**config.mk**
```make
export PLATFORM = sky130hd
export DESIGN_NAME = quadrature_x1_counter_velocity_top
export DESIGN_NICKNAME = d
export VERILOG_FILES = /design/src/sv/qxv_pkg.sv /design/src/sv/qxv_counter.sv /design/src/sv/qxv_scale.sv /design/src/sv/quadrature_x1_counter_velocity_top.sv
export SDC_FILE = /design/constraint.sdc
export NUM_CORES = 2
export LEC_CHECK = 0
export BUFFER_PORTS_ARGS = -buffer_cell sky130_fd_sc_hd__buf_2
export CAP_MARGIN = 0
export CORE_MARGIN = 2
export CORE_UTILIZATION = 59
export CTS_CLUSTER_DIAMETER = 150
export DETAILED_ROUTE_END_ITERATION = 10
export GPL_ROUTABILITY_DRIVEN = 0
export PLACE_DENSITY = 0.8
export SLEW_MARGIN = 10
export SYNTH_ARGS = -nofsm -noshare
export SYNTH_HDL_FRONTEND = slang
export SYNTH_SLANG_ARGS = --single-unit
```
**constraint.sdc**
```tcl
create_clock -name clk -period 12.54 [get_ports clk]
set_clock_uncertainty 0.1 [all_clocks]
set_input_delay 2.508 -clock clk [delete_from_list [all_inputs] [get_ports clk]]
set_output_delay 2.508 -clock clk [all_outputs]
set_load 0.02 [all_outputs]
```
**src/sv/qxv_pkg.sv**
```systemverilog
// types and constants for the x1 quadrature counter with velocity output
`timescale 1ns / 1ps

package qxv_pkg;

  localparam int COUNT_WIDTH = 32;

  localparam logic [31:0] WINDOW_TICKS_RST       = 32'd1000000;
  localparam logic [31:0] VELOCITY_PER_COUNT_RST = 32'd5663;

  typedef enum logic [0:0] {
    CFG_WINDOW_TICKS       = 1'b0,
    CFG_VELOCITY_PER_COUNT = 1'b1
  } cfg_index_t;

  typedef struct packed {
    logic chan_a;
    logic chan_b;
  } in_item_t;

  typedef struct packed {
    logic signed [31:0] speed;
    logic signed [31:0] window_delta;
    logic signed [31:0] position;
  } out_item_t;

  // closed window handed from the counter to the scaler
  typedef struct packed {
    logic                          valid;
    logic signed [COUNT_WIDTH-1:0] delta;
    logic signed [COUNT_WIDTH-1:0] pos;
  } window_close_t;

endpackage

```
**src/sv/qxv_counter.sv**
```systemverilog
// edge detection, position count and window timing
`timescale 1ns / 1ps

module qxv_counter (
  input  logic                     clk,
  input  logic                     rst_n,
  input  logic                     accept,
  input  logic                     adv,
  input  qxv_pkg::in_item_t        item,
  input  logic [31:0]              window_ticks,
  output qxv_pkg::window_close_t   close_out
);

  logic                                    prev_a_r;
  logic signed [qxv_pkg::COUNT_WIDTH-1:0]  pos_r;
  logic signed [qxv_pkg::COUNT_WIDTH-1:0]  pos_nxt;
  logic signed [qxv_pkg::COUNT_WIDTH-1:0]  start_r;
  logic [31:0]                             tick_r;
  logic [31:0]                             tick_inc;
  logic [31:0]                             limit;
  logic                                    close;
  qxv_pkg::window_close_t                  close_r;

  always_comb begin
    pos_nxt = pos_r;
    if (!prev_a_r && item.chan_a) begin
      if (item.chan_b) begin
        pos_nxt = pos_r - qxv_pkg::COUNT_WIDTH'(1);
      end else begin
        pos_nxt = pos_r + qxv_pkg::COUNT_WIDTH'(1);
      end
    end
  end

  // a zero length acts as one tick
  assign limit    = (window_ticks == 32'd0) ? 32'd1 : window_ticks;
  assign tick_inc = tick_r + 32'd1;
  assign close    = (tick_inc >= limit);

  always_ff @(posedge clk) begin
    if (!rst_n) begin
      prev_a_r <= 1'b1;
      pos_r    <= '0;
      start_r  <= '0;
      tick_r   <= '0;
    end else if (accept) begin
      prev_a_r <= item.chan_a;
      pos_r    <= pos_nxt;
      if (close) begin
        tick_r  <= '0;
        start_r <= pos_nxt;
      end else begin
        tick_r  <= tick_inc;
      end
    end
  end

  always_ff @(posedge clk) begin
    if (!rst_n) begin
      close_r.valid <= 1'b0;
    end else if (adv) begin
      close_r.valid <= accept && close;
      close_r.delta <= pos_nxt - start_r;
      close_r.pos   <= pos_nxt;
    end
  end

  assign close_out = close_r;

endmodule

```
**src/sv/qxv_scale.sv**
```systemverilog
// delta times factor, then signed 32-bit saturation into the result register
`timescale 1ns / 1ps

module qxv_scale (
  input  logic                   clk,
  input  logic                   rst_n,
  input  logic                   adv,
  input  qxv_pkg::window_close_t close_in,
  input  logic [31:0]            factor,
  output logic                   out_valid,
  output qxv_pkg::out_item_t     out_item
);

  logic [qxv_pkg::COUNT_WIDTH-1:0]         mag;
  logic [31:0]                             mag_c;
  logic [63:0]                             prod;
  logic                                    neg;

  logic                                    mul_valid_r;
  logic                                    neg_r;
  logic [63:0]                             prod_r;
  logic signed [qxv_pkg::COUNT_WIDTH-1:0]  delta_r;
  logic signed [qxv_pkg::COUNT_WIDTH-1:0]  pos_r;

  logic [31:0]                             sat;
  logic                                    out_valid_r;
  qxv_pkg::out_item_t                      out_item_r;

  assign neg = close_in.delta[qxv_pkg::COUNT_WIDTH-1];
  assign mag = neg ? qxv_pkg::COUNT_WIDTH'(-close_in.delta)
                   : qxv_pkg::COUNT_WIDTH'(close_in.delta);

  // anything beyond 2^31 saturates either way
  assign mag_c = (64'(mag) > 64'h8000_0000) ? 32'h8000_0000 : 32'(mag);
  assign prod  = 64'(mag_c) * 64'(factor);

  always_ff @(posedge clk) begin
    if (!rst_n) begin
      mul_valid_r <= 1'b0;
    end else if (adv) begin
      mul_valid_r <= close_in.valid;
    end
  end

  always_ff @(posedge clk) begin
    if (adv) begin
      neg_r   <= neg;
      prod_r  <= prod;
      delta_r <= close_in.delta;
      pos_r   <= close_in.pos;
    end
  end

  always_comb begin
    if (neg_r) begin
      sat = (prod_r > 64'h8000_0000) ? 32'h8000_0000 : prod_r[31:0];
      sat = -sat;
    end else begin
      sat = (prod_r > 64'h7FFF_FFFF) ? 32'h7FFF_FFFF : prod_r[31:0];
    end
  end

  always_ff @(posedge clk) begin
    if (!rst_n) begin
      out_valid_r <= 1'b0;
    end else if (adv) begin
      out_valid_r <= mul_valid_r;
    end
  end

  always_ff @(posedge clk) begin
    if (adv) begin
      out_item_r.speed        <= $signed(sat);
      out_item_r.window_delta <= 32'(delta_r);
      out_item_r.position     <= 32'(pos_r);
    end
  end

  assign out_valid = out_valid_r;
  assign out_item  = out_item_r;

endmodule

```
**src/sv/quadrature_x1_counter_velocity_top.sv**
```systemverilog
// top level of the x1 quadrature counter with windowed velocity output
`timescale 1ns / 1ps

// x1 quadrature encoder counter. every accepted item is one sample of the
// a and b channel levels; a rising edge of a counts up when b is low and
// down when b is high, into a wrapping signed position count. every
// window_ticks accepted items a window closes and one result item comes
// out: the count change over the window, the position at the close, and
// speed = change * velocity_per_count (q16.16), saturated to signed 32 bits.
// a window_ticks of zero behaves as one. an item is taken every cycle while
// the output is not held back; a result appears once the item that closes
// its window has passed the counter register, multiplier register and
// result register, the 32x32 multiplier feeding the middle stage. the whole
// pipeline holds while a result sits stalled at the output. configuration
// writes are always taken and should only be made while the block is idle.

module quadrature_x1_counter_velocity_top (
  input  logic                 clk,
  input  logic                 rst_n,
  // sample items
  input  logic                 in_valid,
  output logic                 in_stall,
  input  qxv_pkg::in_item_t    in_item,
  // result items
  output logic                 out_valid,
  input  logic                 out_stall,
  output qxv_pkg::out_item_t   out_item,
  // register writes
  input  logic                 cfg_valid,
  output logic                 cfg_ready,
  input  qxv_pkg::cfg_index_t  cfg_index,
  input  logic [31:0]          cfg_data
);

  logic                   adv;
  logic                   accept;
  logic [31:0]            window_ticks_r;
  logic [31:0]            velocity_per_count_r;
  qxv_pkg::window_close_t close_s;

  // the pipeline moves unless a finished result is held at the output
  assign adv      = !(out_valid && out_stall);
  assign in_stall = !adv;
  assign accept   = in_valid && adv;

  assign cfg_ready = 1'b1;

  // configuration registers
  always_ff @(posedge clk) begin
    if (!rst_n) begin
      window_ticks_r       <= qxv_pkg::WINDOW_TICKS_RST;
      velocity_per_count_r <= qxv_pkg::VELOCITY_PER_COUNT_RST;
    end else if (cfg_valid && cfg_ready) begin
      unique case (cfg_index)
        qxv_pkg::CFG_WINDOW_TICKS:       window_ticks_r       <= cfg_data;
        qxv_pkg::CFG_VELOCITY_PER_COUNT: velocity_per_count_r <= cfg_data;
        default: ;
      endcase
    end
  end

  // edge counting and window close
  qxv_counter u_counter (
    .clk          (clk),
    .rst_n        (rst_n),
    .accept       (accept),
    .adv          (adv),
    .item         (in_item),
    .window_ticks (window_ticks_r),
    .close_out    (close_s)
  );

  // scaling, saturation and result register
  qxv_scale u_scale (
    .clk       (clk),
    .rst_n     (rst_n),
    .adv       (adv),
    .close_in  (close_s),
    .factor    (velocity_per_count_r),
    .out_valid (out_valid),
    .out_item  (out_item)
  );

endmodule

```
Word level (Yosys, flattened, before mapping)
Index checks and enable logic that the tools add are counted.
- $add $sub $neg: 6
- reduce and logical (&&, ||, !) cells: 11
- mux-type cells: 9
- multipliers: 1
- $lt $le $gt $ge: 4
- bitwise logic cells: 2
- operators by type and width (kind ; count):
    two-way mux 32 bit ; 9
    greater-than comparator 64 x 31 -> 1 bit, second input constant ; 1
    greater-than comparator 64 x 32 -> 1 bit, second input constant ; 1
    multiplier 32 x 32 -> 64 bit ; 1
    negator 32 bit ; 2
    adder 32 x 1 -> 32 bit, second input constant ; 1
    adder 32 x 2 -> 32 bit, second input constant ; 1
    >= comparator 32 bit ; 1
    greater-than comparator 32 bit, second input constant ; 1
    logical NOT 32 bit ; 1
    subtractor 32 x 2 -> 32 bit, second input constant ; 1
    subtractor 32 bit ; 1
    AND reduction 2 bit ; 4
    logical AND 1 bit ; 4
    logical NOT 1 bit ; 2
    NOT 1 bit ; 2
- output and inout port bits: 99
- bits in registers: 453
- logic and storage cells: 51
- input bits: 40

Logic depth before layout (Yosys ltp)
- word-level depth: 5
- mapped depth: 40
- depth with buffers taken out: 37

Hierarchy
A second synthesis with hierarchy kept.
- cells, all modules: 5818
- area total of the unflattened synthesis: 55734.7 µm²
- modules (own cells, without submodules) (module ; sequential area each (µm²) ; area each (µm²) ; cells an instance ; times used):
    qxv_scale ; 6766.5 ; 42739.7 ; 4349 ; 1
    qxv_counter ; 3883.7 ; 10490.1 ; 1201 ; 1
    quadrature_x1_counter_velocity_top ; 1281.2 ; 2504.9 ; 268 ; 1

Least setup slack after synthesis
No wires, ideal clock.
- path kind: input-to-output
- start point: in out_stall
- end point: out in_stall
- data arrival time: 8.470 ns
- stages on the path: 2
- path slack: 1.462 ns
- data required time: 9.932 ns
- buffers on the path: 0
- path through: nand2_1 inv_1
- cells in the longest elaborated chain, start to end: 1
- ends and longest elaborated chain (what ; line ; source):
    from (decl) ; quadrature_x1_counter_velocity_top.sv:26 ; input logic out_stall,
    logical AND 1 bit ; quadrature_x1_counter_velocity_top.sv:42 ; assign adv = !(out_valid && out_stall);
    to (decl) ; quadrature_x1_counter_velocity_top.sv:22 ; output logic in_stall,
Every way passes these cells.

Final worst setup path
- start point: reg u_counter.close_r (netlist bit u_counter.close_out[38])
- end point: reg u_scale.prod_r[53] (data pin)
- cells in the longest elaborated chain, start to end: 5
- ends and longest elaborated chain (what ; line ; source):
    from (decl) ; qxv_counter.sv:22 ; qxv_pkg::window_close_t close_r;
    negator 32 bit ; qxv_scale.sv:30 ; assign mag = neg ? qxv_pkg::COUNT_WIDTH'(-close_in.delta)
    two-way mux 32 bit (*) ; qxv_scale.sv:30 ;
    greater-than comparator 32 bit ; qxv_scale.sv:34 ; assign mag_c = (64'(mag) > 64'h8000_0000) ? 32'h8000_0000 : 32'(mag);
    two-way mux 32 bit (*) ; qxv_scale.sv:34 ;
    multiplier 32 x 32 -> 64 bit (*) ; qxv_scale.sv:35 ; assign prod = 64'(mag_c) * 64'(factor);
    via u_scale.prod[53] ; qxv_scale.sv:16 ; logic [63:0] prod;
    to (signal assigned) ; qxv_scale.sv:48 ; prod_r <= prod;
    to (decl) ; qxv_scale.sv:21 ; logic [63:0] prod_r;
Mark *: on every way through the listed nets, which the timed path passes. The rest lies on a longest branch.
A chain may end at the register's enable or synchronous reset.

==> flow_metrics.env <==
export IMPL_outcome="finished clean"
export IMPL_endpoint_kind="register"
export IMPL_yosys_mux_area_fraction_pct=0.240
export IMPL_required_time_at_the_worst_slack_endpoint_ps=12800
export IMPL_grt_antenna_before_repair=3
export IMPL_row_count=111
export IMPL_path_buf_inv=5
export IMPL_n_antenna_cell=0
export IMPL_time_the_worst_path_needs_with_i_o_delays_and_setup_ps=11350
export IMPL_critical_path_arrival_ps=11610
export IMPL_final_setup_vio_count=0
export IMPL_critPathSlowestCell="sky130_fd_sc_hd__a21oi_2"
export IMPL_grt_first_pass_wirelength_um=230000
export IMPL_timing_final_crit_share_pct=90.5
export IMPL_drv_slew=0
export IMPL_timing_setup_tns_ps=0
export IMPL_synth_simple_gate_area_share_pct=16.9
export IMPL_synth_seq_area_share_pct=21.8
export IMPL_timing_critical_path_from_type="register"
export IMPL_ratio_of_cells_with_drive_above_1_in_the_final_layout_pct=6.28
export IMPL_synth_area_in_xor_xnor_pct=2.92
export IMPL_synth_ff_latch_count=452
export IMPL_clock_tree_from_tritoncts="built"
export IMPL_die_width_um=309
export IMPL_chipHeight_um=309
export IMPL_ys_warn_count=0
export IMPL_crit_top_cell="sky130_fd_sc_hd__fa_1"
export IMPL_postCtsSetupBuffers=0
export IMPL_htree_num_levels=2
export IMPL_fraction_of_the_mapped_netlist_area_in_compound_gates_pct=8.55
export IMPL_postSynthNetCount=7046
export IMPL_buffer_ports_inserted=137
export IMPL_postSynth_asyncResetShare_pct=0
export IMPL_maxClockFrequency_mhz=88.1
export IMPL_maximum_number_of_pins_on_one_net_before_global_route_repair=100
export IMPL_path_delay_family="adder cells"
export IMPL_largest_family_of_logic_cells_by_synthesized_area="adder cells"
export IMPL_yosys_most_used_dff="sky130_fd_sc_hd__edfxtp_1"
export IMPL_drt_total_wl_um=144000
export IMPL_tritoncts_num_sinks=452
export IMPL_synthAdderAreaFrac_pct=41.0
export IMPL_cts_root_to_sink_buffers=3
export IMPL_count_of_unique_library_cells_instantiated_by_yosys=79
export IMPL_cts_hold_buffers_added=0
export IMPL_drt_first_iter_violations=3537
export IMPL_worst_path_max_fanout=33
export IMPL_design_core_area_um2=91900
export IMPL_detail_route_vias_per_cell=5.85
export IMPL_routed_via_count=40900
export IMPL_cts_buffers_inserted=49
export IMPL_drc=0
export IMPL_criticalPathCategory="register to register"
export IMPL_hold_path_depth=0
export IMPL_number_of_hold_slack_violations_in_the_final_timing_report=0
export IMPL_worst_slew_pin_slew_ps=1300
export IMPL_clockRootBuffer="sky130_fd_sc_hd__clkbuf_16"
export IMPL_timing_reg2reg_worst_path_depth=34
export IMPL_r2r_end="u_scale.prod_r[53]"
export IMPL_holdCritStartpoint="u_counter.close_out[23]"
export IMPL_layout_cells_non_filler=6992
export IMPL_count_of_flip_flops_with_a_built_in_enable_after_synthesis=288
export IMPL_gr_usage_all_layers_pct=30.9
export IMPL_cts_resized=0
export IMPL_placedCellCount=6901
export IMPL_die_area_um2=95400
export IMPL_holdCritPathClass="register to register"
export IMPL_final_net_count=7006
export IMPL_initial_utilization_pct=59.7
export IMPL_per_instance_average_area_after_synthesis_um2=9.54
export IMPL_reg_clk_slew_reported_paths_ps=60
export IMPL_cap_violations=0
export IMPL_wl_per_cell_um=20.6
export IMPL_netlist_instances=5749
export IMPL_clock_insertion_delay_worst_skew_ps=640
export IMPL_timing_hold_worst_endpoint="u_scale.pos_r[23]"
export IMPL_hpwl_um=107000
export IMPL_via_count_of_the_first_global_routing_pass=43100
export IMPL_flow_area_growth_from_synthesis_pct=6.55
export IMPL_critical_path_max_stage_delay_ps=720
export IMPL_rsz0062_at_grt="false"
export IMPL_boundaryPins=139
export IMPL_synth_cell_area_um2=54900
export IMPL_relSlewSlack_pct=13.2
export IMPL_antenna_violating_nets_post_route=0
export IMPL_slack_of_the_worst_reg_to_reg_path_ps=1190
export IMPL_regToRegStartpoint="u_counter.close_out[38]"
export IMPL_drt_first_pass_iters=6
export IMPL_global_route_overflow_total=0
[Yosys cell counts (118+ instances only)]
cell / count / share of area [%]
sky130_fd_sc_hd__a21oi_1: 144 / 1.3
sky130_fd_sc_hd__and2_1: 529 / 6.0
sky130_fd_sc_hd__clkbuf_1: 302 / 2.1
sky130_fd_sc_hd__dfxtp_1: 164 / 6.0
sky130_fd_sc_hd__edfxtp_1: 288 / 16
sky130_fd_sc_hd__fa_1: 898 / 33
sky130_fd_sc_hd__ha_1: 359 / 8.2
sky130_fd_sc_hd__inv_1: 951 / 6.5
sky130_fd_sc_hd__nand2_1: 777 / 5.3
sky130_fd_sc_hd__nor2_1: 195 / 1.3
sky130_fd_sc_hd__o21ai_0: 146 / 1.3
sky130_fd_sc_hd__xnor2_1: 118 / 1.9
[placed cells by master (no fill, tap or decap), types with 37 or more instances in the layout]
cell type | netlist | final
sky130_fd_sc_hd__fa_1 | 898 | 898
sky130_fd_sc_hd__a21boi_0 | 76 | 76
sky130_fd_sc_hd__xnor2_1 | 118 | 106
sky130_fd_sc_hd__a21oi_1 | 144 | 144
sky130_fd_sc_hd__nor3_1 | 39 | 39
sky130_fd_sc_hd__and2_1 | 529 | 527
sky130_fd_sc_hd__buf_4 | 1 | 86
sky130_fd_sc_hd__ha_1 | 359 | 359
sky130_fd_sc_hd__dfxtp_1 | 164 | 161
sky130_fd_sc_hd__xor2_1 | 65 | 62
sky130_fd_sc_hd__inv_1 | 951 | 951
sky130_fd_sc_hd__o21ai_0 | 146 | 146
sky130_fd_sc_hd__a21o_1 | 86 | 86
sky130_fd_sc_hd__clkbuf_16 | 0 | 49
sky130_fd_sc_hd__buf_2 | 3 | 136
sky130_fd_sc_hd__and3_1 | 60 | 59
sky130_fd_sc_hd__nand4_1 | 37 | 37
sky130_fd_sc_hd__nand3_1 | 90 | 89
sky130_fd_sc_hd__nand2_1 | 777 | 776
sky130_fd_sc_hd__edfxtp_1 | 288 | 288
sky130_fd_sc_hd__nor2_1 | 195 | 184
[logic make-up (layout without fill, tap and decap cells)]
family	count (synthesis)	in the layout
AOI/OAI and AO/OA	699	699
xor gates and xnor gates	183	183
adders and majority gates	1257	1257
buffers and inverters	1264	1264
DFF	452	452
muxes	13	13
other	1	1
and+or+nand+nor	1880	1880
[metal layers]
| layer | routed length, um | GRT usage [%] | up-vias |
|---|---|---|---|
| met3 | 15000 | 8.03 | 485 |
| li1 | - | - | 18100 |
| met1 | 54900 | 39.3 | 20400 |
| met4 | 7300 | 13.4 | 6 |
| met2 | 66700 | 50.3 | 1985 |
| met5 | 79 | 0.455 | - |
[sequential cells by signal, summed over array words and instances, names as in the netlist]
name	cells
u_counter.tick_r	32
u_scale.pos_r	32
u_scale.mul_valid_r	1
u_scale.delta_r	32
u_scale.prod_r	64
velocity_per_count_r	32
window_ticks_r	32
u_counter.start_r	32
u_scale.out_item	96
u_counter.pos_r	32
u_counter.prev_a_r	1
u_scale.out_valid	1
u_counter.close_out	65
[final cells by class]
type	instances	area (um^2)
sequential	452	11900
inverter	951	3570
clock inverter	32	427
tap	1243	1560
clock buffer	59	1280
multi-input combinational	4033	38300
fill	7411	33500
timing repair buffer	222	1330
[worst max path at each step]
stage / startpoint / endpoint / depth (start not counted)
after floorplan: out_stall / in_stall / 2
after global placement: u_counter.close_out[38] / u_scale.prod_r[53] / 33
after detailed placement: u_counter.close_out[38] / u_scale.prod_r[53] / 34
after CTS: u_counter.close_out[38] / u_scale.prod_r[53] / 34
after global routing: u_counter.close_out[36] / u_scale.prod_r[53] / 34
final: u_counter.close_out[38] / u_scale.prod_r[53] / 34
[per-stage QoR]
| stage | utilization (%) | worst slack (ps) | instance area (um^2) | hold WS (ps) |
|---|---|---|---|---|
| floorplan | - | 1460 | 54900 | 300 |
| global placement | 61.7 | 1540 | 56700 | 303 |
| detailed placement | 61.7 | 1370 | 56700 | 305 |
| CTS | 63.6 | 1350 | 58400 | 291 |
| global route | 63.6 | 679 | 58400 | 321 |
| finish | 63.6 | 1190 | 58400 | 308 |
Power is left out: the tool's default activity adds up to more than one toggle a clock period on the data nets, which glitch-free logic cannot reach.
